--- config.mk ---
export PLATFORM = sky130hd
export DESIGN_NAME = blsph_update
export DESIGN_NICKNAME = d
export VERILOG_FILES = /design/src/rtl/blsph_pkg.sv /design/src/rtl/blsph_update.sv
export SDC_FILE = /design/constraint.sdc
export NUM_CORES = 1
export LEC_CHECK = 0
export BUFFER_PORTS_ARGS = -buffer_cell sky130_fd_sc_hd__buf_2
export CAP_MARGIN = 15
export CORE_AREA = 2 2 99 101
export DETAILED_ROUTE_END_ITERATION = 7
export DIE_AREA = 0 0 101 103
export MAX_ROUTING_LAYER = met4
export PLACE_DENSITY = 0.67
export SLEW_MARGIN = 20
export SYNTH_ARGS = -nofsm -noshare
export SYNTH_HDL_FRONTEND = slang
export SYNTH_SLANG_ARGS = --single-unit
export TNS_END_PERCENT = 5
--- constraint.sdc ---
create_clock -name vclk -period 11
set_input_delay 2.2 -clock vclk [all_inputs]
set_output_delay 2.2 -clock vclk [all_outputs]
set_load 0.005 [all_outputs]
--- src/rtl/blsph_pkg.sv ---
// Shared types and constants of the band level smoother with peak hold.
`default_nettype none

package blsph_pkg;

  localparam int unsigned LEVEL_W = 16;
  localparam int unsigned HOLD_W  = 8;
  localparam int unsigned BAND_W  = 8;
  localparam int unsigned PROD_W  = 2 * LEVEL_W;
  localparam int unsigned CFG_IDX_W  = 3;
  localparam int unsigned CFG_DATA_W = 16;

  localparam logic [LEVEL_W-1:0] LEVEL_MAX = 16'hFFFF;

  // Register indexes on the configuration port
  localparam logic [CFG_IDX_W-1:0] REG_RISE_FACTOR       = 3'd0;
  localparam logic [CFG_IDX_W-1:0] REG_FALL_FACTOR       = 3'd1;
  localparam logic [CFG_IDX_W-1:0] REG_PEAK_DECAY_FACTOR = 3'd2;
  localparam logic [CFG_IDX_W-1:0] REG_HOLD_FRAMES       = 3'd3;
  localparam logic [CFG_IDX_W-1:0] REG_SILENCE_LEVEL     = 3'd4;

  // Register values after reset
  localparam logic [LEVEL_W-1:0] RISE_FACTOR_RST       = 16'd32768;
  localparam logic [LEVEL_W-1:0] FALL_FACTOR_RST       = 16'd58982;
  localparam logic [LEVEL_W-1:0] PEAK_DECAY_FACTOR_RST = 16'd62259;
  localparam logic [HOLD_W-1:0]  HOLD_FRAMES_RST       = 8'd20;
  localparam logic [LEVEL_W-1:0] SILENCE_LEVEL_RST     = 16'd66;

  typedef struct packed {
    logic [LEVEL_W-1:0] rise_factor;
    logic [LEVEL_W-1:0] fall_factor;
    logic [LEVEL_W-1:0] peak_decay_factor;
    logic [HOLD_W-1:0]  hold_frames;
    logic [LEVEL_W-1:0] silence_level;
  } cfg_t;

  typedef struct packed {
    logic [LEVEL_W-1:0] smooth;
    logic [LEVEL_W-1:0] peak;
    logic [HOLD_W-1:0]  hold;
  } band_state_t;

  // Payload of the stage behind the multipliers
  typedef struct packed {
    logic [BAND_W-1:0]  band;
    logic               out_of_range;
    logic               rising;
    band_state_t        state;
    logic [PROD_W-1:0]  prod_smooth;
    logic [PROD_W-1:0]  prod_peak;
  } mul_t;

endpackage

`default_nettype wire

--- src/rtl/blsph_update.sv ---
// Update logic: new smoothed level, peak hold and silence gate for one band.
`default_nettype none

module blsph_update (
  input  wire blsph_pkg::mul_t                   stage_i,
  input  wire blsph_pkg::cfg_t                   cfg_i,
  output blsph_pkg::band_state_t                 state_o,
  output logic [blsph_pkg::LEVEL_W-1:0]          smooth_o,
  output logic [blsph_pkg::LEVEL_W-1:0]          peak_o
);

  logic [blsph_pkg::LEVEL_W:0]     sum;
  logic [blsph_pkg::LEVEL_W-1:0]   smooth;
  logic [blsph_pkg::LEVEL_W-1:0]   step;
  logic [blsph_pkg::LEVEL_W-1:0]   decayed;

  always_comb begin
    step    = stage_i.prod_smooth[blsph_pkg::PROD_W-1:blsph_pkg::LEVEL_W];
    decayed = stage_i.prod_peak[blsph_pkg::PROD_W-1:blsph_pkg::LEVEL_W];

    if (stage_i.rising) begin
      sum = {1'b0, stage_i.state.smooth} + {1'b0, step};
    end else begin
      sum = {1'b0, step};
    end
    smooth = sum[blsph_pkg::LEVEL_W] ? blsph_pkg::LEVEL_MAX : sum[blsph_pkg::LEVEL_W-1:0];

    state_o.smooth = smooth;
    if (smooth >= stage_i.state.peak) begin
      // reaching the peak counts as a new peak
      state_o.peak = smooth;
      state_o.hold = cfg_i.hold_frames;
    end else if (stage_i.state.hold != '0) begin
      state_o.peak = stage_i.state.peak;
      state_o.hold = stage_i.state.hold - blsph_pkg::HOLD_W'(1);
    end else begin
      state_o.peak = decayed;
      state_o.hold = stage_i.state.hold;
    end

    if (smooth < cfg_i.silence_level) begin
      state_o = '0;
    end

    smooth_o = stage_i.out_of_range ? '0 : state_o.smooth;
    peak_o   = stage_i.out_of_range ? '0 : state_o.peak;
  end

endmodule

`default_nettype wire

# == Word-level counts from Yosys, hierarchy flattened ==
# Cells that the tools add are included.
# word_totals
wordCells,12
input_bits,186
out_inout_bits,72
reg_bits,0
# classes
muxes,7
n_addsub,2
reduce_logical,1
order_cmp,2
# op_table
op,n
$mux W16,3
$mux W24,2
$mux W40,1
$add A16 B16 Y17,1
$mux W17,1
$ge A16 B16 Y1,1
$lt A16 B16 Y1,1
$reduce_bool A8 Y1,1
$sub A8 B1 Y8 const B,1

# == Depth between registers and ports, before layout ==
# logic_depth
ltp_word,7
mapped_depth,19
ltp_nobuf,17

# == Worst setup path after synthesis ==
# Ideal clock, no wire load.
# synth_path
kind,input-to-output
from,input stage_i[48] (netlist bit)
to,output peak_o[7] (netlist bit)
path_stages,17
required_time_ns,8.800
t_arrival_ns,5.988
slack_ns,2.812
path_cell_list,ha_1 -> fa_1 -> nand3_1 -> a21oi_2 -> o21ai_1 -> nand4_1 -> o32ai_2 -> inv_1 -> ha_1 -> a21oi_2 -> o21ai_1 -> or4_4 -> a2111o_1 -> nand2_4 -> buf_8 -> mux2i_1 -> nor2b_1
# synth_via
elab_chain_len,7
word_cells_on_any_way,8
# synth_lines
element,line_no,text
from (decl),blsph_update.sv:5,"input wire blsph_pkg::mul_t stage_i,"
$add A16 B16 Y17,blsph_update.sv:22,"sum = {1'b0, stage_i.state.smooth} + {1'b0, step};"
$mux W17 *,blsph_update.sv:21,if (stage_i.rising) begin
$mux W16 *,blsph_update.sv:26,smooth = sum[blsph_pkg::LEVEL_W] ? blsph_pkg::LEVEL_MAX : sum[blsph_pkg::LEVEL_W-1:0];
$ge A16 B16 Y1,blsph_update.sv:29,if (smooth >= stage_i.state.peak) begin
$mux W24,blsph_update.sv:29,
$mux W40 *,blsph_update.sv:41,if (smooth < cfg_i.silence_level) begin
$mux W16 *,blsph_update.sv:46,peak_o = stage_i.out_of_range ? '0 : state_o.peak;
to (decl),blsph_update.sv:9,output logic [blsph_pkg::LEVEL_W-1:0] peak_o
# Mark *: on every way between the ends. The rest lies on a longest branch, timed or not.

# == Worst setup path after layout ==
# layout_path
from,input stage_i[48] (netlist bit)
to,output peak_o[10] (netlist bit)
# Same word-level chain as after synthesis.

==> impl_metrics.toml <==
[detailed_routing]
vias_per_cell = 5.28
drt-initial-drc-count = 78
dr.pass1.iters = 4
via_count = 3710
drc = 0
wirelength_um = 10600
post_drt_wl_per_cell_um = 15.0
ant_nets = 0

[critical_path]
critPathLaunch = "stage_i[48]"
cp_max_fo = 25
crit_end = "peak_o[10]"
cp.arrival_ns = 7.16
critPathKind = "input port to output pin"
cp-end-kind = "output pin"
crit_path_start_kind = "input port"
required_ns = 8.80

[timing]
finalMaxSlewViolations = 0
fin_crit_ns = 9.36
fmax_mhz = 107
tns_ns = 0
hold_viol_final = 0
rsz0062_at_grt = "no"
finalCritPeriodShare_pct = 85.1
tightest_slew_ns = 1.02
relSlewSlack_pct = 32.1
setup_violations = 0

[global_routing]
grtUsageMet3_pct = 1.08
top_usage_layer = "met2"
grt_pass1_vias = 3373
grt_util_met1_pct = 24.4
gr-total-overflow = 0
grt_usage_pct = 19.0
grt_max_degree = 41
met2_usage_pct = 34.4
antenna_found_initial = 0
grt_pass1_wl_um = 15800

[power]
pwr-share-seq_pct = 0
switchingPower_w = 0.000165
p_per_area_mw_per_mm2 = 76.7
ir_drop_mv = 0.0319
swShare_pct = 56.0
combPwrFrac_pct = 100.0
clockPowerShare_pct = 0
p_leak_nw = 2.19
p_int_w = 0.000130

[logic_synthesis]
yosysTopAreaCellShare_pct = 20.5
yosysWarnings = 0
ys_top_cells_by_count = "nor2_1, inv_1, ha_1"
syn_nets = 671
synthDistinctLibCells = 63
synthCells = 436
yosysMostFrequentCell = "nor2_1"
yosysTopAreaCell = "ha_1"
syn_area_sq_mm = 0.00293
syn_area_per_cell_sq_um = 6.72
ys_seq_area_share_pct = 0
ys_top_cells_by_area = "ha_1, nor2_1, mux2i_1, inv_1, a21oi_1"

[finish]
diodes = 0
area_growth_syn_to_layout_pct = 31.3
nFlopsAndLatches = 0
nets = 826
nClkBuffers = 0
ff_latch_area_sq_um = 0
finalNonFillerCells = 703
drive_gt1_share_pct = 37.0

[die]
die_x_um = 101
die_area_sq_mm = 0.0104
start_util_pct = 31.0
die_h_um = 103
top_level_ports = 258
row_count = 36
coreArea_sq_mm = 0.00946

[flow_run]
drv_cap = 0

[place]
placedCellCount = 703
port_buffers = 170
gp_congestion = 0.885
dp_hpwl_um = 9000

[clock_tree]
cts_hold_buf = 0
post_cts.repair.setup_buffers = 0
ctsResizeCount = 0

[outcome]
status = "finished, final reports clean"

[min_path]
worstHoldPathType = "input port to output pin"
holdPathStages = 4
[logic make-up (layout without fill, tap and decap cells)]
logic type	after synthesis	after routing	share of synthesized area (%)
AND/OR/NAND/NOR	169	169	28.0
AO/OA/AOI/OAI	103	103	25.4
buffers and inverters	71	224	10.5
adder cells (fa/ha/maj)	49	49	21.2
multiplexers	30	30	10.7
XOR/XNOR	14	14	4.19
[through the flow]
step	setup WS, ns	hold slack (ns)	power (W)	utilization [%]	area (sq um)
finish	1.64	4.71	0.000295	40.6	3840
global route	1.35	4.73	0.000330	40.6	3840
CTS	1.61	4.71	0.000297	40.6	3840
detailed placement	1.63	4.71	0.000295	40.6	3840
global placement	1.64	4.70	0.000288	40.6	3840
floorplan	2.81	4.50	0.000193	-	2930
[critical path: stages]
cell and delay, ns:
buf_2 0.12, ha_1 0.24, fa_1 0.44, nand3_1 0.15, a21oi_2 0.12, o21ai_1 0.22
nand4_1 0.36, o32ai_2 0.64, inv_1 0.13, ha_1 0.34, a21oi_2 0.14, o21ai_1 0.09
or4_4 0.50, a2111o_1 0.43, nand2_4 0.32, mux2_2 0.41, nor2_1 0.15, buf_2 0.14
[worst min path at each step]
| stage | start | end |
|---|---|---|
| CTS | cfg_i[21] | state_o[5] |
| global route | cfg_i[18] | state_o[2] |
| detailed placement | cfg_i[21] | state_o[5] |
| global placement | cfg_i[21] | state_o[5] |
| floorplan | cfg_i[18] | state_o[2] |
| finish | cfg_i[21] | state_o[5] |
[cell type report]
type,instances,area [sq um]
timing repair buffer,174,881
fill,1017,5620
tap,114,143
multi-input combinational,365,2630
inverter,50,188
[placed cells by master, fill, tap and decap left out, drive strengths merged, types with 9 or more instances in the layout]
master / instances
xnor2: 9
mux2i: 20
nand3: 10
nor3: 10
buf: 174
nand2: 22
nor2b: 10
nor2: 84
ha: 48
a211oi: 15
mux2: 10
o21ai: 15
inv: 50
a21oi: 31
[layer usage]
layer,wire length (um),part of all wire (%)
met5,0,0
met4,92,0.87
met3,652,6.2
met2,5080,48
met1,4750,45
[power groups by stage]
stage,Combinational [W],Clock [W],Sequential (W)
floorplan,0.000193,0,0
global placement,0.000288,0,0
detailed placement,0.000295,0,0
CTS,0.000297,0,0
global route,0.000330,0,0
finish,0.000295,0,0
No activity file was read; power rests on OpenSTA's default activity.
