<file path="config.mk">
export PLATFORM = sky130hd
export DESIGN_NAME = blsph_cfg_regs
export DESIGN_NICKNAME = d
export VERILOG_FILES = /design/src/rtl/blsph_pkg.sv /design/src/rtl/blsph_cfg_regs.sv
export SDC_FILE = /design/constraint.sdc
export NUM_CORES = 1
export LEC_CHECK = 0
export BUFFER_PORTS_ARGS = -buffer_cell sky130_fd_sc_hd__buf_2
export CAP_MARGIN = 20
export CORE_MARGIN = 3
export CORE_UTILIZATION = 40
export DETAILED_ROUTE_END_ITERATION = 8
export PLACE_DENSITY = 0.64
export SLEW_MARGIN = 20
export SYNTH_ARGS = -nofsm -noshare
export SYNTH_HDL_FRONTEND = slang
export SYNTH_SLANG_ARGS = --single-unit
</file>
<file path="constraint.sdc">
create_clock -name clk_i -period 0.8 [get_ports clk_i]
set_input_delay 0.04 -clock clk_i [delete_from_list [all_inputs] [get_ports clk_i]]
set_output_delay 0.04 -clock clk_i [all_outputs]
set_load 0.01 [all_outputs]
</file>
<file path="src/rtl/blsph_pkg.sv">
// Shared types and constants of the band level smoother with peak hold.
`default_nettype none

package blsph_pkg;

  localparam int unsigned LEVEL_W = 16;
  localparam int unsigned HOLD_W  = 8;
  localparam int unsigned BAND_W  = 8;
  localparam int unsigned PROD_W  = 2 * LEVEL_W;
  localparam int unsigned CFG_IDX_W  = 3;
  localparam int unsigned CFG_DATA_W = 16;

  localparam logic [LEVEL_W-1:0] LEVEL_MAX = 16'hFFFF;

  // Register indexes on the configuration port
  localparam logic [CFG_IDX_W-1:0] REG_RISE_FACTOR       = 3'd0;
  localparam logic [CFG_IDX_W-1:0] REG_FALL_FACTOR       = 3'd1;
  localparam logic [CFG_IDX_W-1:0] REG_PEAK_DECAY_FACTOR = 3'd2;
  localparam logic [CFG_IDX_W-1:0] REG_HOLD_FRAMES       = 3'd3;
  localparam logic [CFG_IDX_W-1:0] REG_SILENCE_LEVEL     = 3'd4;

  // Register values after reset
  localparam logic [LEVEL_W-1:0] RISE_FACTOR_RST       = 16'd32768;
  localparam logic [LEVEL_W-1:0] FALL_FACTOR_RST       = 16'd58982;
  localparam logic [LEVEL_W-1:0] PEAK_DECAY_FACTOR_RST = 16'd62259;
  localparam logic [HOLD_W-1:0]  HOLD_FRAMES_RST       = 8'd20;
  localparam logic [LEVEL_W-1:0] SILENCE_LEVEL_RST     = 16'd66;

  typedef struct packed {
    logic [LEVEL_W-1:0] rise_factor;
    logic [LEVEL_W-1:0] fall_factor;
    logic [LEVEL_W-1:0] peak_decay_factor;
    logic [HOLD_W-1:0]  hold_frames;
    logic [LEVEL_W-1:0] silence_level;
  } cfg_t;

  typedef struct packed {
    logic [LEVEL_W-1:0] smooth;
    logic [LEVEL_W-1:0] peak;
    logic [HOLD_W-1:0]  hold;
  } band_state_t;

  // Payload of the stage behind the multipliers
  typedef struct packed {
    logic [BAND_W-1:0]  band;
    logic               out_of_range;
    logic               rising;
    band_state_t        state;
    logic [PROD_W-1:0]  prod_smooth;
    logic [PROD_W-1:0]  prod_peak;
  } mul_t;

endpackage

`default_nettype wire

</file>
<file path="src/rtl/blsph_cfg_regs.sv">
// Configuration registers of the band level smoother.
`default_nettype none

module blsph_cfg_regs (
  input  wire logic                                clk_i,
  input  wire logic                                rst_ni,
  input  wire logic                                cfg_we_i,
  input  wire logic [blsph_pkg::CFG_IDX_W-1:0]     cfg_index_i,
  input  wire logic [blsph_pkg::CFG_DATA_W-1:0]    cfg_data_i,
  output blsph_pkg::cfg_t                          cfg_o
);

  blsph_pkg::cfg_t cfg_q, cfg_d;

  always_comb begin
    cfg_d = cfg_q;
    if (cfg_we_i) begin
      case (cfg_index_i)
        blsph_pkg::REG_RISE_FACTOR:       cfg_d.rise_factor       = cfg_data_i;
        blsph_pkg::REG_FALL_FACTOR:       cfg_d.fall_factor       = cfg_data_i;
        blsph_pkg::REG_PEAK_DECAY_FACTOR: cfg_d.peak_decay_factor = cfg_data_i;
        blsph_pkg::REG_HOLD_FRAMES:       cfg_d.hold_frames       = cfg_data_i[blsph_pkg::HOLD_W-1:0];
        blsph_pkg::REG_SILENCE_LEVEL:     cfg_d.silence_level     = cfg_data_i;
        default:                          cfg_d = cfg_q;
      endcase
    end
  end

  always_ff @(posedge clk_i or negedge rst_ni) begin
    if (!rst_ni) begin
      cfg_q.rise_factor       <= blsph_pkg::RISE_FACTOR_RST;
      cfg_q.fall_factor       <= blsph_pkg::FALL_FACTOR_RST;
      cfg_q.peak_decay_factor <= blsph_pkg::PEAK_DECAY_FACTOR_RST;
      cfg_q.hold_frames       <= blsph_pkg::HOLD_FRAMES_RST;
      cfg_q.silence_level     <= blsph_pkg::SILENCE_LEVEL_RST;
    end else begin
      cfg_q <= cfg_d;
    end
  end

  assign cfg_o = cfg_q;

endmodule

`default_nettype wire

</file>
======== Word level (Yosys, flattened, before mapping) ========
Cells that the tools add are included.
storage, ports and cells
  logic and storage cells ................. 15
  register bits after elaboration ......... 72
  output and inout bits ................... 72
cells by class
  reductions and logical operators ........ 6
  equal/unequal tests ..................... 4
operators by type and width
  cell                                                                    number
  2-bit AND reduction                                                     5
  3-bit by 2-bit equality test with 1-bit output (second input constant)  2
  3-bit by 1-bit equality test with 1-bit output (second input constant)  1
  3-bit equality test (second input constant)                             1
  3-bit zero test                                                         1

======== Depth between registers and ports, before layout ========
  depth in word-level cells ............... 2
  gate-level depth with buffers ........... 4
  mapped depth without buffers ............ 2

======== Worst setup path after synthesis ========
No wires, ideal clock.
  path type ............................... input -> register
  start point ............................. input port cfg_index_i[0] (netlist name)
  end point ............................... register cfg_q, in the netlist cfg_o[56]
  arrival time ............................ 989 ps
  stages .................................. 3
  required time ........................... 673 ps
  library setup time ...................... 127 ps
  path buffers ............................ 1
  path slack .............................. -317 ps
  path through ............................ nor4b_4 buf_6 mux2_1
on the way
  word-level cells in the longest chain between the ends .. 2
RTL lines
  what                           RTL line              source
  start: declaration             blsph_cfg_regs.sv:8   input wire logic [blsph_pkg::CFG_IDX_W-1:0] cfg_index_i,
  3-bit zero test                blsph_cfg_regs.sv:18  case (cfg_index_i)
  2-bit AND reduction (no line)  --
  end signal: assignment         blsph_cfg_regs.sv:37  cfg_q <= cfg_d;
  end: declaration               blsph_cfg_regs.sv:13  blsph_pkg::cfg_t cfg_q, cfg_d;
Every way passes these cells.
A chain may end at the register's enable or synchronous reset.

======== Worst setup path in the final report ========
  start point ............................. register cfg_q, in the netlist cfg_o[42]
  end point ............................... output port cfg_o[42] (netlist name)
RTL lines
  what              RTL line              source
  end: declaration  blsph_cfg_regs.sv:10  output blsph_pkg::cfg_t cfg_o
No word-level cell between the ends.

==> results.ini <==
[outcome]
result_of_the_run=complete, but fails checks
violations=negative setup slack

[yosys]
number_of_synthesized_register_bits=72
synthesized_net_count=178
yosysSeqAreaShare_pct=66.33
ys.warnings.count=0
mean_cell_area_of_the_mapped_netlist_sq_um=17.70
count_of_unique_library_cells_instantiated_by_yosys=10
netlist_area_sq_um=2761
synthesis.instances=156

[finish]
layout-drive-gt1-share_pct=79.69
area_delta_synth_final_pct=75.03
multi_input_comb_area_sq_um=1162
largest_register_ffs=72
final_cells=402
finish.utilization_pct=74.00
finish.instance_area_sq_um=4833
fin_nets=342
register_area_sq_um=1832
antenna_cells_inserted=0
nFillCells=412

[worst_setup_path]
critPathCaptureType=output pin
critical_path.top_delay_family=flip-flops
startpoint_type=flip-flop
critical_path.max_fanout=2
worst-setup-path-type=flip-flop to output pin
critical_path.n_buffers_inverters=1
cp_data_required_time_ns=0.76
delay_of_the_slowest_critical_path_stage_ns=0.57
critical_path_arrival_ns=1.02
cpMaxStageDelayCell=sky130_fd_sc_hd__dfstp_2
crit_path_cells=buf_6

[routing]
detailedRoute.firstIterationViolations=30
average_wire_per_standard_cell_um=18.94
route.detailed.drc=0
detailroute.via_count=1971
drt_pre_antenna_iters=4
viasPerCell=4.903
route.antenna.remaining_nets=0
drt_wl_total_mm=7.615

[timing]
period_share_pct=131.9
finalWorstPathRequiredPeriod_ns=1.055
worst_slack_ns=-0.2555
slew_headroom_pct=78.41
final_max_slew_viol_count=0
fmax_mhz=947.4
rsz0062_at_grt=yes
finalHoldViolCount=0
finalClockSkew_ns=0
worst_pin_slew_ns=0.3234
setup_viol=117
totalNegativeSetupSlack_ns=-14.03
timing.hold.ws_ns=0.2002

[power_and_ir_drop]
net-switching-power_mw=3.365
power.switching_fraction_pct=26.24
power.clock.fraction_pct=27.2
power.ir.vdd_worst_mv=1.112
p_int_mw=9.457
pwr_density_cell_nw_per_um2=2653
power.share.combinational_pct=31.9
power_mw=12.82
p_leak_nw=2.325
pwr-share-seq_pct=40.9

[min_path]
timing.hold.worst.class=primary input to flip-flop

[grt]
grt_max_degree=44
grt_remaining_overflow=0
first_global_vias=2021
grtUsageTotal_pct=18.65
grt_first_pass_wirelength_mm=10.80
antenna_found_initial=0

[placed_design]
gp_routability_congestion=0.7043
place_ws_ns=-0.4778
dp.cells=333
dp_hpwl_mm=4.326
number_of_input_and_output_port_buffers_inserted=93
detailed_place.area_sq_um=3660

[floorplan]
fp.dieH_um=89.09
placementRows=29
die_area_sq_um=7936
initial_utilization_pct=42.28
die_w_um=89.09
i_o_pin_count=94
core_area_sq_um=6531

[cts]
clkLatencyLatePin_ns=0.34
cts_htree_levels=3
clock_tree.root_cell=sky130_fd_sc_hd__clkbuf_8
clockBufferDepth=2
cts_num_sinks=72
clkSlewWorstSetupHoldPaths_ns=0.08
tritoncts_clock_tree=built
cts_made_buffers=9

[job]
timing.max_cap.violations=0

## worst reg2reg max path, cell delays in order (launching register included)
cell and delay (ns):
sky130_fd_sc_hd__dfstp_2 0.39, sky130_fd_sc_hd__buf_6 0.11, sky130_fd_sc_hd__buf_6 0.10, sky130_fd_sc_hd__mux2_4 0.25
## power by group through the flow
stage | Combinational [mW] | Clock [mW] | Sequential [mW]
after global placement | 2.66 | 0 | 5.16
after global routing | 4.34 | 3.71 | 5.34
after floorplan | 1.07 | 0 | 5.50
final | 4.09 | 3.49 | 5.25
after CTS | 3.61 | 3.56 | 5.17
after detailed placement | 2.71 | 0 | 5.15
## layout by cell type, fill, tap and decap left out
cell / count
sky130_fd_sc_hd__clkbuf_16: 1
sky130_fd_sc_hd__buf_4: 11
sky130_fd_sc_hd__dfrtp_1: 48
sky130_fd_sc_hd__nor4b_4: 1
sky130_fd_sc_hd__dlygate4sd3_1: 17
sky130_fd_sc_hd__clkinv_2: 1
sky130_fd_sc_hd__buf_16: 1
sky130_fd_sc_hd__dfstp_2: 24
sky130_fd_sc_hd__buf_6: 62
sky130_fd_sc_hd__mux2_2: 7
sky130_fd_sc_hd__buf_12: 9
sky130_fd_sc_hd__bufinv_16: 3
sky130_fd_sc_hd__clkinv_4: 2
sky130_fd_sc_hd__clkinvlp_4: 1
sky130_fd_sc_hd__clkbuf_8: 9
sky130_fd_sc_hd__buf_8: 2
sky130_fd_sc_hd__nor4bb_4: 3
sky130_fd_sc_hd__nand4b_1: 1
sky130_fd_sc_hd__mux2_4: 65
sky130_fd_sc_hd__buf_2: 57
## Yosys cell counts, drive strengths merged
cell type / number / area [sq um]
nand4b: 1 / 8.760
buf: 7 / 56.30
nor4b: 1 / 23.77
dfstp: 24 / 630.6
mux2: 72 / 810.8
nor4bb: 3 / 30.03
dfrtp: 48 / 1201
## worst paths after layout
kind | start | endpoint | slack (ns) | depth (start not counted)
max | cfg_o[42]$_DFFE_PN1P_ | cfg_o[42] | -0.26 | 1
min | cfg_index_i[1] | cfg_o[15]$_DFFE_PN0P_ | 0.20 | 4
max reg2reg | cfg_o[53]$_DFFE_PN1P_ | cfg_o[53]$_DFFE_PN1P_ | -0.12 | 3
min reg2reg | cfg_o[63]$_DFFE_PN0P_ | cfg_o[63]$_DFFE_PN0P_ | 0.51 | 1
max in group asynchronous | rst_ni | cfg_o[29]$_DFFE_PN1P_ | 0.27 | 3
min in group asynchronous | rst_ni | cfg_o[59]$_DFFE_PN0P_ | 0.24 | 3
## metal layers
metal | GRT usage (%) | part of all wire (%)
met1 | 25.79 | 47
met2 | 28.47 | 47
met3 | 5.530 | 5.0
met4 | 5.683 | 0.83
met5 | 0 | 0
## cells by family after synthesis
family / share of synthesized area [%]
buffers and inverters: 2.039
and+or+nand+nor: 2.266
DFF: 66.33
muxes: 29.36
## layout make-up
class | instances | share of cell area (%)
Multi-Input combinational cell | 77 | 24.05
Clock inverter | 7 | 2.485
Clock buffer | 9 | 2.563
Timing Repair Buffer | 160 | 31.01
Sequential cell | 72 | 37.90
Tap cell | 77 | 1.993
## timing repair
item	4_1_cts	5_1_grt
endpoints found under the hold margin	140	0
hold buffers	17	0
resized for setup	55	49
setup endpoints to repair	134	119
buffers inserted	23	13
cloned	1	2
pin swaps	2	3
Power figures use the tool's default switching activity.
