**config.mk**
```make
export PLATFORM = sky130hd
export DESIGN_NAME = blsph_mul_stage
export DESIGN_NICKNAME = d
export VERILOG_FILES = /design/src/rtl/blsph_pkg.sv /design/src/rtl/blsph_mul_stage.sv
export SDC_FILE = /design/constraint.sdc
export NUM_CORES = 1
export LEC_CHECK = 0
export BUFFER_PORTS_ARGS = -buffer_cell sky130_fd_sc_hd__buf_2
export CAP_MARGIN = 20
export CORE_MARGIN = 8
export CORE_UTILIZATION = 30
export CTS_CLUSTER_DIAMETER = 40
export DETAILED_ROUTE_END_ITERATION = 6
export HOLD_SLACK_MARGIN = 0.12
export MAX_ROUTING_LAYER = met4
export PLACE_DENSITY_LB_ADDON = 0.2
export SLEW_MARGIN = 20
export SYNTH_ARGS = -nofsm -noshare
export SYNTH_HDL_FRONTEND = slang
export SYNTH_SLANG_ARGS = --single-unit
export TNS_END_PERCENT = 5
```
**constraint.sdc**
```tcl
create_clock -name clk_i -period 11.18 [get_ports clk_i]
set_input_delay 2.795 -clock clk_i [delete_from_list [all_inputs] [get_ports clk_i]]
set_output_delay 2.795 -clock clk_i [all_outputs]
set_load 0.02 [all_outputs]
```
**src/rtl/blsph_pkg.sv**
```systemverilog
// Shared types and constants of the band level smoother with peak hold.
`default_nettype none

package blsph_pkg;

  localparam int unsigned LEVEL_W = 16;
  localparam int unsigned HOLD_W  = 8;
  localparam int unsigned BAND_W  = 8;
  localparam int unsigned PROD_W  = 2 * LEVEL_W;
  localparam int unsigned CFG_IDX_W  = 3;
  localparam int unsigned CFG_DATA_W = 16;

  localparam logic [LEVEL_W-1:0] LEVEL_MAX = 16'hFFFF;

  // Register indexes on the configuration port
  localparam logic [CFG_IDX_W-1:0] REG_RISE_FACTOR       = 3'd0;
  localparam logic [CFG_IDX_W-1:0] REG_FALL_FACTOR       = 3'd1;
  localparam logic [CFG_IDX_W-1:0] REG_PEAK_DECAY_FACTOR = 3'd2;
  localparam logic [CFG_IDX_W-1:0] REG_HOLD_FRAMES       = 3'd3;
  localparam logic [CFG_IDX_W-1:0] REG_SILENCE_LEVEL     = 3'd4;

  // Register values after reset
  localparam logic [LEVEL_W-1:0] RISE_FACTOR_RST       = 16'd32768;
  localparam logic [LEVEL_W-1:0] FALL_FACTOR_RST       = 16'd58982;
  localparam logic [LEVEL_W-1:0] PEAK_DECAY_FACTOR_RST = 16'd62259;
  localparam logic [HOLD_W-1:0]  HOLD_FRAMES_RST       = 8'd20;
  localparam logic [LEVEL_W-1:0] SILENCE_LEVEL_RST     = 16'd66;

  typedef struct packed {
    logic [LEVEL_W-1:0] rise_factor;
    logic [LEVEL_W-1:0] fall_factor;
    logic [LEVEL_W-1:0] peak_decay_factor;
    logic [HOLD_W-1:0]  hold_frames;
    logic [LEVEL_W-1:0] silence_level;
  } cfg_t;

  typedef struct packed {
    logic [LEVEL_W-1:0] smooth;
    logic [LEVEL_W-1:0] peak;
    logic [HOLD_W-1:0]  hold;
  } band_state_t;

  // Payload of the stage behind the multipliers
  typedef struct packed {
    logic [BAND_W-1:0]  band;
    logic               out_of_range;
    logic               rising;
    band_state_t        state;
    logic [PROD_W-1:0]  prod_smooth;
    logic [PROD_W-1:0]  prod_peak;
  } mul_t;

endpackage

`default_nettype wire

```
**src/rtl/blsph_mul_stage.sv**
```systemverilog
// Multiply stage: picks attack or fall operands and forms both Q0.32 products.
`default_nettype none

module blsph_mul_stage #(
  parameter int unsigned NUM_BANDS = 256
) (
  input  wire logic                              clk_i,
  input  wire logic                              load_i,
  input  wire logic [blsph_pkg::BAND_W-1:0]      band_i,
  input  wire logic [blsph_pkg::LEVEL_W-1:0]     target_i,
  input  wire blsph_pkg::band_state_t            state_i,
  input  wire blsph_pkg::cfg_t                   cfg_i,
  output blsph_pkg::mul_t                        stage_o
);

  blsph_pkg::mul_t                 stage_q, stage_d;
  logic                            rising;
  logic [blsph_pkg::LEVEL_W-1:0]   op_level;
  logic [blsph_pkg::LEVEL_W-1:0]   op_factor;

  always_comb begin
    rising    = target_i > state_i.smooth;
    op_level  = rising ? (target_i - state_i.smooth) : state_i.smooth;
    op_factor = rising ? cfg_i.rise_factor : cfg_i.fall_factor;

    stage_d.band         = band_i;
    stage_d.out_of_range = 32'(band_i) >= 32'(NUM_BANDS);
    stage_d.rising       = rising;
    stage_d.state        = state_i;
    stage_d.prod_smooth  = blsph_pkg::PROD_W'(op_level) * blsph_pkg::PROD_W'(op_factor);
    stage_d.prod_peak    = blsph_pkg::PROD_W'(state_i.peak)
                         * blsph_pkg::PROD_W'(cfg_i.peak_decay_factor);
  end

  always_ff @(posedge clk_i) begin
    if (load_i) begin
      stage_q <= stage_d;
    end
  end

  assign stage_o = stage_q;

endmodule

`default_nettype wire

```
==> Word-level counts from Yosys, hierarchy flattened <==
Cells that the tools add are included.
{ "totals": {"ff_bits": 113, "input_bits": 138} }
{ "op_classes": {"add_sub_neg": 1, "mul": 2, "n_lt_le_gt_ge": 1, "mux": 2} }
{ "ops": {"columns": ["operator", "n"], "rows": [
  ["$mul A16 B16 Y32", 2],
  ["$mux W16", 2],
  ["$gt A16 B16 Y1", 1],
  ["$sub A16 B16 Y16", 1]
]} }

==> Logic depth before layout (Yosys ltp) <==
{ "logic_depth": {"depth_word": 3, "depth_mapped": 34, "mapped_depth_nobuf": 31} }

==> Worst setup path after synthesis <==
No wires, ideal clock.
{ "synth_timing": {"path_kind": "input to register", "from": "input port state_i[36] (netlist name)", "to": "register stage_q, in the netlist stage_o[61], data pin", "setup_ns": 0.180, "arrival_time_ns": 10.686, "required_time_ns": 11.000, "setup_slack_ns": 0.314, "cell_stages": 32, "path_cell_list": "clkbuf_1 -> clkbuf_1 -> inv_1 -> ha_1 -> buf_4 -> nand4_1 -> or3_1 -> or4_4 -> o21ai_4 -> inv_4 -> buf_6 -> nor2_2 -> buf_2 -> a32oi_1 -> fa_1 -> fa_1 -> fa_1 -> inv_1 -> fa_1 -> fa_1 -> inv_1 -> fa_1 -> inv_1 -> ha_1 -> clkbuf_1 -> a21o_1 -> a21o_1 -> a221oi_1 -> o31ai_1 -> o221a_2 -> or2_2 -> a221oi_1"} }
{ "synth_rtl": {"columns": ["element", "line_no", "source"], "rows": [
  ["from (decl)", "blsph_mul_stage.sv:11", "input wire blsph_pkg::band_state_t state_i,"],
  ["to (signal assigned)", "blsph_mul_stage.sv:37", "stage_q <= stage_d;"],
  ["to (decl)", "blsph_mul_stage.sv:16", "blsph_pkg::mul_t stage_q, stage_d;"]
]} }

==> metrics.md <==
| Metric | Value |
|---|---|
| # clock sinks | `113` |
| Max reg flops | `113` |
| Hold Crit Start | `band_i[7]` |
| Adder-cell share of the synthesized area | `45.7%` |
| Layout area overhead | `13.7%` |
| Hold path endpoint | `stage_o[113]` |
| CP max stage delay | `640 ps` |
| Worst Hold Depth | `1` |
| Final Setup Violations | `0` |
| Largest family of logic cells by synthesized area | `adder cells` |
| Outcome | `finished, final reports clean` |
| Synth Area in Simple Gates | `14.2%` |
| Max Cap Viol | `0` |
| Final min period | `10,660 ps` |
| Yosys reg bits | `113` |
| Routed Wire Length | `74,700 um` |
| Kind of critical path | `input pin to register` |
| Final net count | `3,439` |
| Die ar. | `86,300 um2` |
| Synth top area share | `33.6%` |
| Synth Area in XOR/XNOR | `2.27%` |
| 1st-pass router iterations | `6` |
| ANT nets after route | `0` |
| Die Y | `294 um` |
| Final core utilization | `34.2%` |
| Worst path most repeated cell | `fa_1` |
| Number of remaining DRC errors | `0` |
| Crit path required time | `11,410 ps` |
| Layout cells sized above 1 | `14.0%` |
| Routed len/inst | `19.9 um` |
| Fin Setup TNS | `0 ps` |
| Clock Tree Root | `clkbuf_16` |
| First-pass GRT wire length | `116,000 um` |
| Initial antenna violation count | `8` |
| Total clock buffers created by CTS | `17` |
| Library cells used by synthesis | `70` |
| Chip width | `294 um` |
| Syn nets | `3,249` |
| Vias in the first global route | `20,100` |
| Async SR Flop Fraction | `0%` |
| Clock Pin Slew Worst Setup and Hold Paths | `70 ps` |
| Critical path's slowest cell | `and3_1` |
| Row cnt | `102` |
| Post-synthesis compound-gate area fraction | `11.5%` |
| Worst min path class | `input pin to register` |
| Count leader, synth | `inv_1` |
| Syn Inst Count | `2,498` |
| Placement Cell Area | `25,700 um2` |
| Top Ports | `252` |
| RSZ-0062 raised after global routing | `no` |
| All-Layer GR Usage | `17.8%` |
| Pin count of the biggest net entering global routing | `62` |
| RD Place Congestion | `0.929` |
| Final instance area | `26,300 um2` |
| Fin. Hold Viols | `0` |
| DR vias | `19,000` |
| Max Fclk | `93.8 MHz` |
| Core area | `77,000 um2` |
| Number of synthesized flops with an enable pin | `113` |
| Via/cell ratio | `5.06` |
| Congestion Overflow GR | `0` |
| Area leader, netlist | `fa_1` |
| Final Max Slew Viols | `0` |
| Tightest Pin Transition | `908 ps` |
| TritonCTS clock tree | `done` |
| Synth top area cells | `fa_1, edfxtp_1, ha_1, inv_1, nand2_1` |
| Post-DP HPWL | `59,000 um` |
| Post-synthesis mux area share | `1.41%` |
| Seq/Total Area, Yosys | `14.7%` |
| CP max FO | `22` |
| Mean Syn Cell Area | `9.27 um2` |
| Count of warnings emitted by yosys | `0` |
| Post-CTS Repair Setup Buffers | `0` |
| Initial Util | `30.1%` |
| Max H-tree Level | `4` |
| Filler instances | `7,969` |
| Initial drt markers | `1,268` |
| Ys flop type | `edfxtp_1` |
| Clk buf depth | `2` |
| Synth cell count leaders | `inv_1, fa_1, nand2_1` |
| IO buf count | `226` |
| CP Capture Type | `register` |
| Arrival time worst endpoint | `10,890 ps` |
| Relative slew slack | `39.0%` |
| Startpoint types | `input pin` |
| Fin crit share | `95.4%` |
| Mapped Area | `23,200 um2` |
## how the worst max path moves through the flow
stage | from | endpoint | cells past startpoint
finish | target_i[0] | stage_o[63] | 30
global route | state_i[38] | stage_o[61] | 29
CTS | state_i[38] | stage_o[57] | 30
detailed placement | state_i[38] | stage_o[57] | 30
global placement | state_i[38] | stage_o[57] | 30
floorplan | state_i[36] | stage_o[61] | 32
## cell type report
| class | count | area, um2 | share of cell area [%] |
|---|---|---|---|
| Tap cell | 1040 | 1300 | 4.94 |
| Clock buffer | 17 | 425 | 1.62 |
| Multi-Input combinational cell | 1767 | 17400 | 66.1 |
| Clock inverter | 15 | 170 | 0.646 |
| Sequential cell | 113 | 3390 | 12.9 |
| Antenna cell | 7 | 17.5 | 0.0665 |
| Inverter | 479 | 1800 | 6.84 |
| Timing Repair Buffer | 310 | 1820 | 6.91 |
## worst max-delay path, delay by kind of cell
family / cells / cell delay, ps
AOI/OAI and AO/OA: 8 / 2010
and+or+nand+nor: 6 / 1650
buffers and inverters: 7 / 600
adders and majority gates: 9 / 3830
## repair_timing
action / 4_1_cts / 5_1_grt
hold buffers: 0 / 0
resized for setup: 0 / 2
setup endpoints to repair: 0 / 2
## cell families after synthesis
kind of cell / after synthesis
muxes: 28
buffers and inverters: 618
AOI/OAI and AO/OA: 379
DFF: 113
and+or+nand+nor: 686
xor gates and xnor gates: 60
other: 1
adders and majority gates: 613
## stage by stage
step | hold WS (ps) | cells | setup slack, ps
floorplan | 2890 | 2498 | 314
global placement | 2970 | 3709 | 63.6
detailed placement | 2970 | 3709 | 57.7
CTS | 2420 | 3741 | 554
global route | 2440 | 3748 | 36.8
finish | 2480 | 3748 | 519
## metal layers
metal / global-route usage (%) / vias to the layer above / share of wire, %
met5: - / - / 0
met4: 5.44 / 0 / 2.4
met3: 3.01 / 99 / 5.5
met2: 27.6 / 603 / 47
met1: 23.9 / 9700 / 45
li1: - / 8552 / -
## layout by cell type (no fill, tap or decap), types with 8 or more instances in the layout
| master | Yosys | final |
|---|---|---|
| nor3_1 | 18 | 18 |
| and3_1 | 43 | 43 |
| nand3b_1 | 8 | 8 |
| a22o_1 | 8 | 8 |
| a32o_1 | 12 | 12 |
| a21oi_1 | 66 | 66 |
| a22oi_1 | 19 | 19 |
| clkbuf_16 | 0 | 17 |
| xnor2_1 | 29 | 29 |
| o21ai_0 | 50 | 50 |
| mux2i_1 | 9 | 8 |
| and2_1 | 105 | 105 |
| nor2b_1 | 10 | 10 |
| o21a_1 | 12 | 12 |
| nand3_1 | 103 | 103 |
| o21bai_1 | 8 | 8 |
| buf_2 | 26 | 225 |
| xor2_1 | 31 | 31 |
| a21o_1 | 46 | 46 |
| a211oi_1 | 13 | 13 |
| a31oi_1 | 43 | 43 |
| nor2_1 | 71 | 71 |
| edfxtp_1 | 113 | 113 |
| ha_1 | 224 | 224 |
| buf_4 | 2 | 80 |
| inv_1 | 478 | 478 |
| mux2_2 | 12 | 12 |
| fa_1 | 389 | 389 |
| nand2_1 | 286 | 286 |
| a32oi_1 | 42 | 42 |
| o31ai_1 | 18 | 18 |
| nand4_1 | 9 | 9 |
Power is not shown: default switching activity piles up to over one toggle a cycle in this logic, so the estimate is an artifact.
